===== config.mk =====
export PLATFORM = sky130hd
export DESIGN_NAME = pid_steering_correction_unit_flat
export DESIGN_NICKNAME = d
export VERILOG_FILES = /design/src/hdl/pscu_pkg.sv /design/src/hdl/pscu_if.sv /design/src/hdl/pid_steering_correction_unit.sv /design/src/hdl/pscu_muldiv.sv /design/src/flat_wrapper.sv
export SDC_FILE = /design/constraint.sdc
export NUM_CORES = 2
export LEC_CHECK = 0
export ABC_AREA = 1
export BUFFER_PORTS_ARGS = -buffer_cell sky130_fd_sc_hd__clkbuf_2
export CAP_MARGIN = 10
export CORE_UTILIZATION = 35
export DETAILED_ROUTE_END_ITERATION = 10
export GPL_ROUTABILITY_DRIVEN = 0
export SLEW_MARGIN = 15
export SYNTH_ARGS = -nofsm -noshare
export SYNTH_HDL_FRONTEND = slang
export SYNTH_SLANG_ARGS = --single-unit
export TNS_END_PERCENT = 100

===== constraint.sdc =====
create_clock -name clk -period 28.5 [get_ports clk]
set_input_delay 4.275 -clock clk [delete_from_list [all_inputs] [get_ports clk]]
set_output_delay 4.275 -clock clk [all_outputs]
set_load 0.01 [all_outputs]

===== src/hdl/pscu_pkg.sv =====
// Shared types, constants and helper functions for the steering correction unit.
`default_nettype none
package pscu_pkg;

  // Configuration register indexes.
  localparam logic [2:0] REG_KP       = 3'd0;
  localparam logic [2:0] REG_KI       = 3'd1;
  localparam logic [2:0] REG_KD       = 3'd2;
  localparam logic [2:0] REG_SGAIN    = 3'd3;
  localparam logic [2:0] REG_SOFFSET  = 3'd4;
  localparam logic [2:0] REG_AMIN     = 3'd5;
  localparam logic [2:0] REG_AMAX     = 3'd6;
  localparam logic [2:0] REG_FALLBACK = 3'd7;

  // Command opcodes.
  localparam logic CMD_SERVO = 1'b0;
  localparam logic CMD_GOAL  = 1'b1;

  // Reset values of the configuration registers.
  localparam logic signed [31:0] KP_RESET       = 32'sd65536;
  localparam logic signed [31:0] KI_RESET       = 32'sd0;
  localparam logic signed [31:0] KD_RESET       = 32'sd6554;
  localparam logic signed [31:0] SGAIN_RESET    = -32'sd79527;
  localparam logic signed [31:0] SOFFSET_RESET  = 32'sd34761;
  localparam logic signed [31:0] AMIN_RESET     = -32'sd17695;
  localparam logic signed [31:0] AMAX_RESET     = 32'sd20316;
  localparam logic [31:0]        FALLBACK_RESET = 32'd6554;

  // Operation codes of the serial arithmetic unit.
  localparam logic OP_MUL = 1'b0;
  localparam logic OP_DIV = 1'b1;

  // Request to the serial arithmetic unit. For a multiply, a[31:0] times b;
  // for a divide, the 49-bit a divided by b. Both operands are magnitudes.
  typedef struct packed {
    logic        start;
    logic        op;
    logic [48:0] a;
    logic [31:0] b;
  } md_req_t;

  // Response of the serial arithmetic unit.
  typedef struct packed {
    logic        done;
    logic [63:0] result;
  } md_rsp_t;

  // Saturate a signed 64-bit value to the signed 32-bit range.
  function automatic logic signed [31:0] sat32(input logic signed [63:0] v);
    logic signed [31:0] r;
    if (v > 64'sd2147483647) begin
      r = 32'sh7fffffff;
    end else if (v < -64'sd2147483648) begin
      r = 32'sh80000000;
    end else begin
      r = v[31:0];
    end
    return r;
  endfunction

  // Apply a sign to an unsigned magnitude.
  function automatic logic signed [63:0] apply_sign(input logic neg, input logic [63:0] mag);
    logic signed [63:0] r;
    r = neg ? -$signed(mag) : $signed(mag);
    return r;
  endfunction

  // Magnitude of a signed 32-bit value; the most negative value fits unsigned.
  function automatic logic [31:0] mag32(input logic signed [31:0] v);
    logic [31:0] r;
    r = v[31] ? 32'(-v) : 32'(v);
    return r;
  endfunction

endpackage
`default_nettype wire


===== src/hdl/pscu_if.sv =====
// Channel interfaces: command input, result output and configuration writes.
`default_nettype none
interface pscu_cmd_if;
  logic        valid;
  logic        ready;
  logic        opcode;
  logic [31:0] servo_position;
  logic [31:0] steer_target;
  logic [31:0] speed_target;
  logic [31:0] elapsed_time;
  modport source (output valid, opcode, servo_position, steer_target, speed_target,
                  elapsed_time, input ready);
  modport sink (input valid, opcode, servo_position, steer_target, speed_target,
                elapsed_time, output ready);
endinterface

interface pscu_res_if;
  logic        valid;
  logic        ready;
  logic [31:0] steer_out;
  logic [31:0] speed_out;
  modport source (output valid, steer_out, speed_out, input ready);
  modport sink (input valid, steer_out, speed_out, output ready);
endinterface

interface pscu_cfg_if;
  logic        valid;
  logic        ready;
  logic [2:0]  index;
  logic [31:0] data;
  modport source (output valid, index, data, input ready);
  modport sink (input valid, index, data, output ready);
endinterface
`default_nettype wire


===== src/hdl/pid_steering_correction_unit.sv =====
// Top level of the PID steering correction unit with output clamp.
`default_nettype none
// One shared bit-serial arithmetic unit does every multiply and divide, one
// bit per cycle. A servo sample (one divide) occupies the block and gives
// no result; a goal command (one multiply, one divide, three more multiplies)
// ends with its result loaded into the output register. A new command is
// taken only when the previous one is finished; a waiting result does not
// block the next command. Configuration writes are taken in any cycle and
// should only be issued while the block is idle.
module pid_steering_correction_unit
  import pscu_pkg::*;
(
  input wire logic   clk,
  input wire logic   rst,
  pscu_cmd_if.sink   cmd,
  pscu_res_if.source res,
  pscu_cfg_if.sink   cfg
);

  typedef enum logic [7:0] {
    S_IDLE = 8'b00000001,
    S_SDIV = 8'b00000010,
    S_EMUL = 8'b00000100,
    S_DDIV = 8'b00001000,
    S_KP   = 8'b00010000,
    S_KI   = 8'b00100000,
    S_KD   = 8'b01000000,
    S_DONE = 8'b10000000
  } state_t;

  state_t state;

  logic signed [31:0] kp, ki, kd, sgain, soffset, amin, amax;
  logic [31:0]        fallback;

  logic signed [31:0] measured_angle, error_integral, last_error;
  logic signed [31:0] target, speed, err, deriv;
  logic [31:0]        dt;
  logic               neg;
  logic signed [63:0] corr_acc;

  md_req_t md_req;
  md_rsp_t md_rsp;

  logic               res_valid;
  logic [31:0]        res_steer, res_speed;

  logic               cmd_fire;
  logic signed [32:0] sdiff;
  logic [32:0]        sdiff_mag;
  logic signed [32:0] tdiff;
  logic signed [31:0] err_new;
  logic [31:0]        dt_new;
  logic signed [32:0] ddiff;
  logic [32:0]        ddiff_mag;
  logic signed [63:0] q_signed;
  logic signed [63:0] m_signed;
  logic signed [31:0] integral_new;
  logic signed [31:0] deriv_new;
  logic signed [31:0] corr_sat;
  logic signed [32:0] angle;
  logic signed [32:0] angle_lim;
  logic signed [31:0] angle_clamped;

  pscu_muldiv u_muldiv (
    .clk (clk),
    .rst (rst),
    .req (md_req),
    .rsp (md_rsp)
  );

  assign cmd.ready = (state == S_IDLE);
  assign cmd_fire  = cmd.valid && cmd.ready;
  assign cfg.ready = 1'b1;

  // Operand preparation and result conversion.
  always_comb begin
    sdiff     = {cmd.servo_position[31], cmd.servo_position} - {soffset[31], soffset};
    sdiff_mag = sdiff[32] ? 33'(-sdiff) : 33'(sdiff);
    tdiff     = {cmd.steer_target[31], cmd.steer_target} - {measured_angle[31], measured_angle};
    err_new   = sat32(64'(tdiff));
    if (cmd.elapsed_time != 32'd0) begin
      dt_new = cmd.elapsed_time;
    end else if (fallback != 32'd0) begin
      dt_new = fallback;
    end else begin
      dt_new = 32'd1;
    end
    ddiff        = {err[31], err} - {last_error[31], last_error};
    ddiff_mag    = ddiff[32] ? 33'(-ddiff) : 33'(ddiff);
    q_signed     = apply_sign(neg, {15'd0, md_rsp.result[48:0]});
    m_signed     = apply_sign(neg, {16'd0, md_rsp.result[63:16]});
    integral_new = sat32(64'(error_integral) + m_signed);
    deriv_new    = sat32(q_signed);
    corr_sat     = sat32(corr_acc + m_signed);
    angle        = {target[31], target} + {corr_sat[31], corr_sat};
    // The upper limit is applied first, so the lower limit wins when crossed.
    if (angle > 33'(amax)) begin
      angle_lim = 33'(amax);
    end else begin
      angle_lim = angle;
    end
    if (angle_lim < 33'(amin)) begin
      angle_clamped = amin;
    end else begin
      angle_clamped = angle_lim[31:0];
    end
  end

  // Configuration registers.
  always_ff @(posedge clk) begin
    if (rst) begin
      kp       <= KP_RESET;
      ki       <= KI_RESET;
      kd       <= KD_RESET;
      sgain    <= SGAIN_RESET;
      soffset  <= SOFFSET_RESET;
      amin     <= AMIN_RESET;
      amax     <= AMAX_RESET;
      fallback <= FALLBACK_RESET;
    end else if (cfg.valid) begin
      unique case (cfg.index)
        REG_KP:       kp       <= cfg.data;
        REG_KI:       ki       <= cfg.data;
        REG_KD:       kd       <= cfg.data;
        REG_SGAIN:    sgain    <= cfg.data;
        REG_SOFFSET:  soffset  <= cfg.data;
        REG_AMIN:     amin     <= cfg.data;
        REG_AMAX:     amax     <= cfg.data;
        REG_FALLBACK: fallback <= cfg.data;
        default:      ;
      endcase
    end
  end

  // Command sequencer and PID state.
  always_ff @(posedge clk) begin
    if (rst) begin
      state          <= S_IDLE;
      md_req.start   <= 1'b0;
      measured_angle <= '0;
      error_integral <= '0;
      last_error     <= '0;
      res_valid      <= 1'b0;
    end else begin
      // The output register is loaded from the finishing state and emptied
      // when its transaction is accepted.
      if (state == S_DONE && (!res_valid || res.ready)) begin
        res_valid <= 1'b1;
      end else if (res.ready) begin
        res_valid <= 1'b0;
      end
      unique case (state)
        S_IDLE: begin
          if (cmd_fire && cmd.opcode == CMD_GOAL) begin
            target <= cmd.steer_target;
            speed  <= cmd.speed_target;
            dt     <= dt_new;
            err    <= err_new;
            md_req <= '{start: 1'b1, op: OP_MUL, a: {17'd0, mag32(err_new)}, b: dt_new};
            neg    <= err_new[31];
            state  <= S_EMUL;
          end else if (cmd_fire && sgain != 32'sd0) begin
            md_req <= '{start: 1'b1, op: OP_DIV, a: {sdiff_mag, 16'd0},
                        b: mag32(sgain)};
            neg    <= sdiff[32] ^ sgain[31];
            state  <= S_SDIV;
          end else begin
            md_req.start <= 1'b0;
          end
        end
        S_SDIV: begin
          md_req.start <= 1'b0;
          if (md_rsp.done) begin
            measured_angle <= sat32(q_signed);
            state          <= S_IDLE;
          end
        end
        S_EMUL: begin
          if (md_rsp.done) begin
            error_integral <= integral_new;
            last_error     <= err;
            md_req <= '{start: 1'b1, op: OP_DIV, a: {ddiff_mag, 16'd0}, b: dt};
            neg    <= ddiff[32];
            state  <= S_DDIV;
          end else begin
            md_req.start <= 1'b0;
          end
        end
        S_DDIV: begin
          if (md_rsp.done) begin
            deriv    <= deriv_new;
            corr_acc <= '0;
            md_req   <= '{start: 1'b1, op: OP_MUL, a: {17'd0, mag32(err)}, b: mag32(kp)};
            neg      <= kp[31] ^ err[31];
            state    <= S_KP;
          end else begin
            md_req.start <= 1'b0;
          end
        end
        S_KP: begin
          if (md_rsp.done) begin
            corr_acc <= corr_acc + m_signed;
            md_req   <= '{start: 1'b1, op: OP_MUL, a: {17'd0, mag32(error_integral)},
                          b: mag32(ki)};
            neg      <= ki[31] ^ error_integral[31];
            state    <= S_KI;
          end else begin
            md_req.start <= 1'b0;
          end
        end
        S_KI: begin
          if (md_rsp.done) begin
            corr_acc <= corr_acc + m_signed;
            md_req   <= '{start: 1'b1, op: OP_MUL, a: {17'd0, mag32(deriv)}, b: mag32(kd)};
            neg      <= kd[31] ^ deriv[31];
            state    <= S_KD;
          end else begin
            md_req.start <= 1'b0;
          end
        end
        S_KD: begin
          md_req.start <= 1'b0;
          if (md_rsp.done) begin
            target <= angle_clamped;
            state  <= S_DONE;
          end
        end
        S_DONE: begin
          md_req.start <= 1'b0;
          if (!res_valid || res.ready) begin
            res_steer <= target;
            res_speed <= speed;
            state     <= S_IDLE;
          end
        end
        default: begin
          md_req.start <= 1'b0;
          state        <= S_IDLE;
        end
      endcase
    end
  end

  assign res.valid     = res_valid;
  assign res.steer_out = res_steer;
  assign res.speed_out = res_speed;

`ifndef SYNTHESIS
  // A goal command always starts with the error times time step product.
  a_goal_start: assert property (@(posedge clk) disable iff (rst)
    (cmd_fire && cmd.opcode) |=> (state == S_EMUL && md_req.start))
    else $error("goal command did not start the integral product");

  // The measured angle only changes when a servo divide completes.
  a_angle_update: assert property (@(posedge clk) disable iff (rst)
    !$stable(measured_angle) |-> $past(state == S_SDIV && md_rsp.done))
    else $error("measured angle changed outside a servo sample");

  // A new result is only loaded from the finishing state.
  a_result_load: assert property (@(posedge clk) disable iff (rst)
    $rose(res_valid) |-> $past(state == S_DONE))
    else $error("result loaded outside the finishing state");
`endif

endmodule
`default_nettype wire


===== src/hdl/pscu_muldiv.sv =====
// Bit-serial unsigned shift-add multiplier and restoring divider.
`default_nettype none
module pscu_muldiv
  import pscu_pkg::*;
(
  input  wire logic clk,
  input  wire logic rst,
  input  md_req_t   req,
  output md_rsp_t   rsp
);

  localparam logic [5:0] MUL_LAST = 6'd31;
  localparam logic [5:0] DIV_LAST = 6'd48;

  logic        busy;
  logic        op;
  logic        done;
  logic [5:0]  cnt;
  logic [63:0] p;
  logic [63:0] p_next;
  logic [31:0] d;
  logic [31:0] rem;
  logic [31:0] rem_next;
  logic [32:0] mul_sum;
  logic [32:0] div_shift;
  logic        div_ge;

  // One multiplier bit or one quotient bit per cycle.
  always_comb begin
    mul_sum   = {1'b0, p[63:32]} + (p[0] ? {1'b0, d} : 33'd0);
    div_shift = {rem, p[48]};
    div_ge    = (div_shift >= {1'b0, d});
    if (op == OP_DIV) begin
      rem_next = div_ge ? 32'(div_shift - {1'b0, d}) : div_shift[31:0];
      p_next   = {p[63:49], p[47:0], div_ge};
    end else begin
      rem_next = rem;
      p_next   = {mul_sum, p[31:1]};
    end
  end

  // Sequencing of the iterations.
  always_ff @(posedge clk) begin
    if (rst) begin
      busy <= 1'b0;
      done <= 1'b0;
    end else begin
      done <= 1'b0;
      if (req.start) begin
        busy <= 1'b1;
        op   <= req.op;
        cnt  <= '0;
        d    <= req.b;
        rem  <= '0;
        p    <= (req.op == OP_DIV) ? {15'd0, req.a} : {32'd0, req.a[31:0]};
      end else if (busy) begin
        p   <= p_next;
        rem <= rem_next;
        cnt <= cnt + 6'd1;
        if (cnt == ((op == OP_DIV) ? DIV_LAST : MUL_LAST)) begin
          busy <= 1'b0;
          done <= 1'b1;
        end
      end
    end
  end

  assign rsp.done   = done;
  assign rsp.result = p;

endmodule
`default_nettype wire

===== src/flat_wrapper.sv =====
// flat-port wrapper written by rule: the top's interface ports become plain ports
module pid_steering_correction_unit_flat import pscu_pkg::*;
  (clk, rst, cmd_valid, cmd_opcode, cmd_servo_position, cmd_steer_target, cmd_speed_target, cmd_elapsed_time, cmd_ready, res_valid, res_steer_out, res_speed_out, res_ready, cfg_valid, cfg_index, cfg_data, cfg_ready);
  pscu_cmd_if cmd_i ();
  pscu_res_if res_i ();
  pscu_cfg_if cfg_i ();
  input wire logic clk;
  input wire logic rst;
  input wire logic [$bits(cmd_i.valid)-1:0] cmd_valid;
  input wire logic [$bits(cmd_i.opcode)-1:0] cmd_opcode;
  input wire logic [$bits(cmd_i.servo_position)-1:0] cmd_servo_position;
  input wire logic [$bits(cmd_i.steer_target)-1:0] cmd_steer_target;
  input wire logic [$bits(cmd_i.speed_target)-1:0] cmd_speed_target;
  input wire logic [$bits(cmd_i.elapsed_time)-1:0] cmd_elapsed_time;
  output wire logic [$bits(cmd_i.ready)-1:0] cmd_ready;
  output wire logic [$bits(res_i.valid)-1:0] res_valid;
  output wire logic [$bits(res_i.steer_out)-1:0] res_steer_out;
  output wire logic [$bits(res_i.speed_out)-1:0] res_speed_out;
  input wire logic [$bits(res_i.ready)-1:0] res_ready;
  input wire logic [$bits(cfg_i.valid)-1:0] cfg_valid;
  input wire logic [$bits(cfg_i.index)-1:0] cfg_index;
  input wire logic [$bits(cfg_i.data)-1:0] cfg_data;
  output wire logic [$bits(cfg_i.ready)-1:0] cfg_ready;
  assign cmd_i.valid = cmd_valid;
  assign cmd_i.opcode = cmd_opcode;
  assign cmd_i.servo_position = cmd_servo_position;
  assign cmd_i.steer_target = cmd_steer_target;
  assign cmd_i.speed_target = cmd_speed_target;
  assign cmd_i.elapsed_time = cmd_elapsed_time;
  assign cmd_ready = cmd_i.ready;
  assign res_valid = res_i.valid;
  assign res_steer_out = res_i.steer_out;
  assign res_speed_out = res_i.speed_out;
  assign res_i.ready = res_ready;
  assign cfg_i.valid = cfg_valid;
  assign cfg_i.index = cfg_index;
  assign cfg_i.data = cfg_data;
  assign cfg_ready = cfg_i.ready;
  pid_steering_correction_unit u_core (.clk(clk), .rst(rst), .cmd(cmd_i), .res(res_i), .cfg(cfg_i));
endmodule

==> out/metrics.cfg <==
[floorplanning]
die_y_um=443
ios=236
fp-row-count=161
die_x_um=443
coreArea_um2=193000
die-area_um2=197000
start_util=0.353

[cells_and_area]
fin_area_um2=75300
fin_nets=10600
largest_registers=u_core.md_req (83), u_core.corr_acc (64), u_core.u_muldiv.p (64)
drive_gt1_frac=0.0649
largest-register=u_core.md_req
area_growth_pct=10.4
largest_reg_flops=83

[setup_path]
worstSetupPathType=flop to flop
required_ps=29000
critical_path.slowest_cell=nand2_1
cp_common_cell=nand2_1
endpoint_kind=flop
reg2reg_slack_ps=13840
arrival_ps=15170
start_kind=flop
max_stage_delay_ps=820
crit_fanout=63

[synth]
syn-cell-area_um2=68200
synth_fa_ha_area_frac=0.0754
synth-seq-cells=870
muxShareOfSynthArea=0
synth_top_family_by_area=simple AND/OR/NAND/NOR gates
synth-simple-area-share=0.285
ys.warnings.count=0
synth_xor_area_frac=0.0468
synthArstFlopShare=0
ys_seq_area_frac=0.330
yosys.area.top_type=edfxtp_1
yosysTopAreaCellShare=0.223
ys.flop_type=edfxtp_1
postSynthNetCount=10500
syn_inst=9903
synth.area.top_cells=edfxtp_1, nand2_1, dfxtp_1
syn_area_per_cell_um2=6.89
synth_compound_area_frac=0.170
synth.distinct_cells=78
synth_edf_count=506

[place]
numPortBuffers=234
place_ws_ps=14480
hpwl_um=217000
place_area_um2=71900

[sta]
period_share=0.514
hold_viol_final=0
worstMarginPinSlew_ps=1250
relSlewSlack=0.163
drv_slew=0
max_freq_mhz=68.2
period_needed_ps=14660
setup_ws_ps=13840
skew_ps=65.1
rsz0062_at_grt=false
setup_viol=0
tns_ps=0

[clock_tree]
htree_levels=3
cts_max_path_buffers=3
cts_tree=done
ctsRootBufferMaster=clkbuf_16
numCtsBuffers=99
clock_latency_ps=780
post_cts_buffers=0
clk_pin_slew_ps=60
cts_hold_buf=0
cts_sinks=870
cts_resized=0

[detailed_routing]
route.vias.total=70900
drc=0
wl_per_cell_um=21.7
viasPerCell=5.62
drtAntennaViolNets=0
first_iter_violations=8541
routed_wl_um=274000
drt_pass1_iterations=9

[global_routing]
grt_pass1_wl_um=403000
grt.total_usage=0.268
grt_pass1_vias=64700
antenna_found_initial=5
grt_max_degree=104
globalRouteOverflowTotal=0

[run]
maxCapViolations=0

[power]
swShare=0.432
pwr-share-seq=0.307
ir_worst_vdd_mv=0.0567
p_sw_mw=2.13
comb_power_share=0.421
p_per_area_nw_per_um2=65.5
pwr-share-clk=0.272
p_int_mw=2.80
power.leakage_nw=32.8

[outcome]
status=complete, no violations

[min_path]
hold_path.class=flop to flop

==> logic make-up after synthesis <==
logic type               count (synthesis)
adder cells (fa/ha/maj)                406
AO/OA/AOI/OAI                         2070
AND/OR/NAND/NOR                       4556
XOR/XNOR                               362
other                                    1
flip-flops                             870
buffers and inverters                 1638
==> cell usage after synthesis (all sizes together) (8+ instances only) <==
| cell | n |
|---|---|
| a211oi | 29 |
| a21boi | 20 |
| a21o | 35 |
| a21oi | 851 |
| a221oi | 13 |
| a31oi | 42 |
| and2 | 17 |
| and3 | 8 |
| buf | 60 |
| clkbuf | 237 |
| clkinv | 10 |
| dfxtp | 364 |
| edfxtp | 506 |
| fa | 8 |
| ha | 398 |
| inv | 1331 |
| nand2 | 2234 |
| nand3 | 613 |
| nand3b | 60 |
| nand4 | 149 |
| nor2 | 1183 |
| nor3 | 192 |
| nor4 | 62 |
| o2111ai | 25 |
| o211ai | 88 |
| o21a | 27 |
| o21ai | 775 |
| o21bai | 63 |
| o221ai | 58 |
| o22ai | 9 |
| o31ai | 10 |
| or2 | 32 |
| xnor2 | 85 |
| xor2 | 277 |
==> final timing paths <==
check,from,to,cells after the start
worst max-delay path,u_core.u_muldiv.p[16]$_DFFE_PP_,u_core.target[10]$_DFFE_PP_,65
worst min-delay path,u_core.speed[21]$_DFFE_PP_,u_core.res.speed_out[21]$_DFFE_PP_,0
worst max register to register,u_core.u_muldiv.p[16]$_DFFE_PP_,u_core.target[10]$_DFFE_PP_,65
worst min register to register,u_core.speed[21]$_DFFE_PP_,u_core.res.speed_out[21]$_DFFE_PP_,0
==> stage by stage <==
step / cells / total power, mW / hold WS (ps) / util
2_1_floorplan: 9903 / 2.89 / 400 / -
4_1_cts: 12600 / 4.88 / 418 / 0.390
5_1_grt: 12600 / 5.17 / 424 / 0.390
6_report: 12600 / 4.93 / 416 / 0.390
3_5_place_dp: 12400 / 3.53 / 405 / 0.373
3_3_place_gp: 12400 / 3.51 / 400 / 0.373
==> critical path, delay by kind of cell, from the launching register on <==
| family | cells | cell delay [ps] |
|---|---|---|
| AOI/OAI and AO/OA | 18 | 4380 |
| xor gates and xnor gates | 2 | 830 |
| adders and majority gates | 5 | 1610 |
| buffers and inverters | 6 | 1270 |
| DFF | 1 | 530 |
| and+or+nand+nor | 34 | 5740 |
==> placed cells by master, fill, tap and decap left out, types with 62 or more instances in the layout <==
master	netlist	routed
edfxtp_1	506	506
o211ai_1	88	88
o21bai_1	62	62
dfxtp_1	364	362
inv_1	1311	1309
ha_1	398	398
nand2_1	2178	2177
clkbuf_2	0	233
buf_4	16	74
a21oi_1	848	848
nand3_1	607	605
clkbuf_16	0	100
xor2_1	276	276
nor2_1	1160	1151
xnor2_1	83	83
nand4_1	147	147
o21ai_0	744	743
nor3_1	179	175
==> per-layer routing <==
metal  wire, um  part of all wire  GRT usage  vias up
met2     119000              0.43      0.416     3927
met5          0                 0          0        -
li1           -                 -          -    33400
met1     109000              0.40      0.345    32900
met4      20300             0.074      0.171        0
met3      25800             0.094     0.0410      755
==> power groups by stage <==
stage | Sequential, mW | Combinational [mW] | Clock, mW
2_1_floorplan | 1.51 | 1.38 | 0
3_3_place_gp | 1.54 | 1.98 | 0
3_5_place_dp | 1.54 | 2.00 | 0
4_1_cts | 1.51 | 2.01 | 1.36
5_1_grt | 1.52 | 2.25 | 1.40
6_report | 1.51 | 2.08 | 1.34
==> cell type report <==
type                            instances  area, um2
Multi-Input combinational cell       7395      39500
Inverter                             1341       5040
Timing Repair Buffer                  308       1730
Fill cell                           20100     118000
Clock buffer                          119       2610
Sequential cell                       870      22500
Antenna cell                            3       7.51
Clock inverter                         67        747
Tap cell                             2526       3160
No activity file was read; power rests on OpenSTA's default activity.
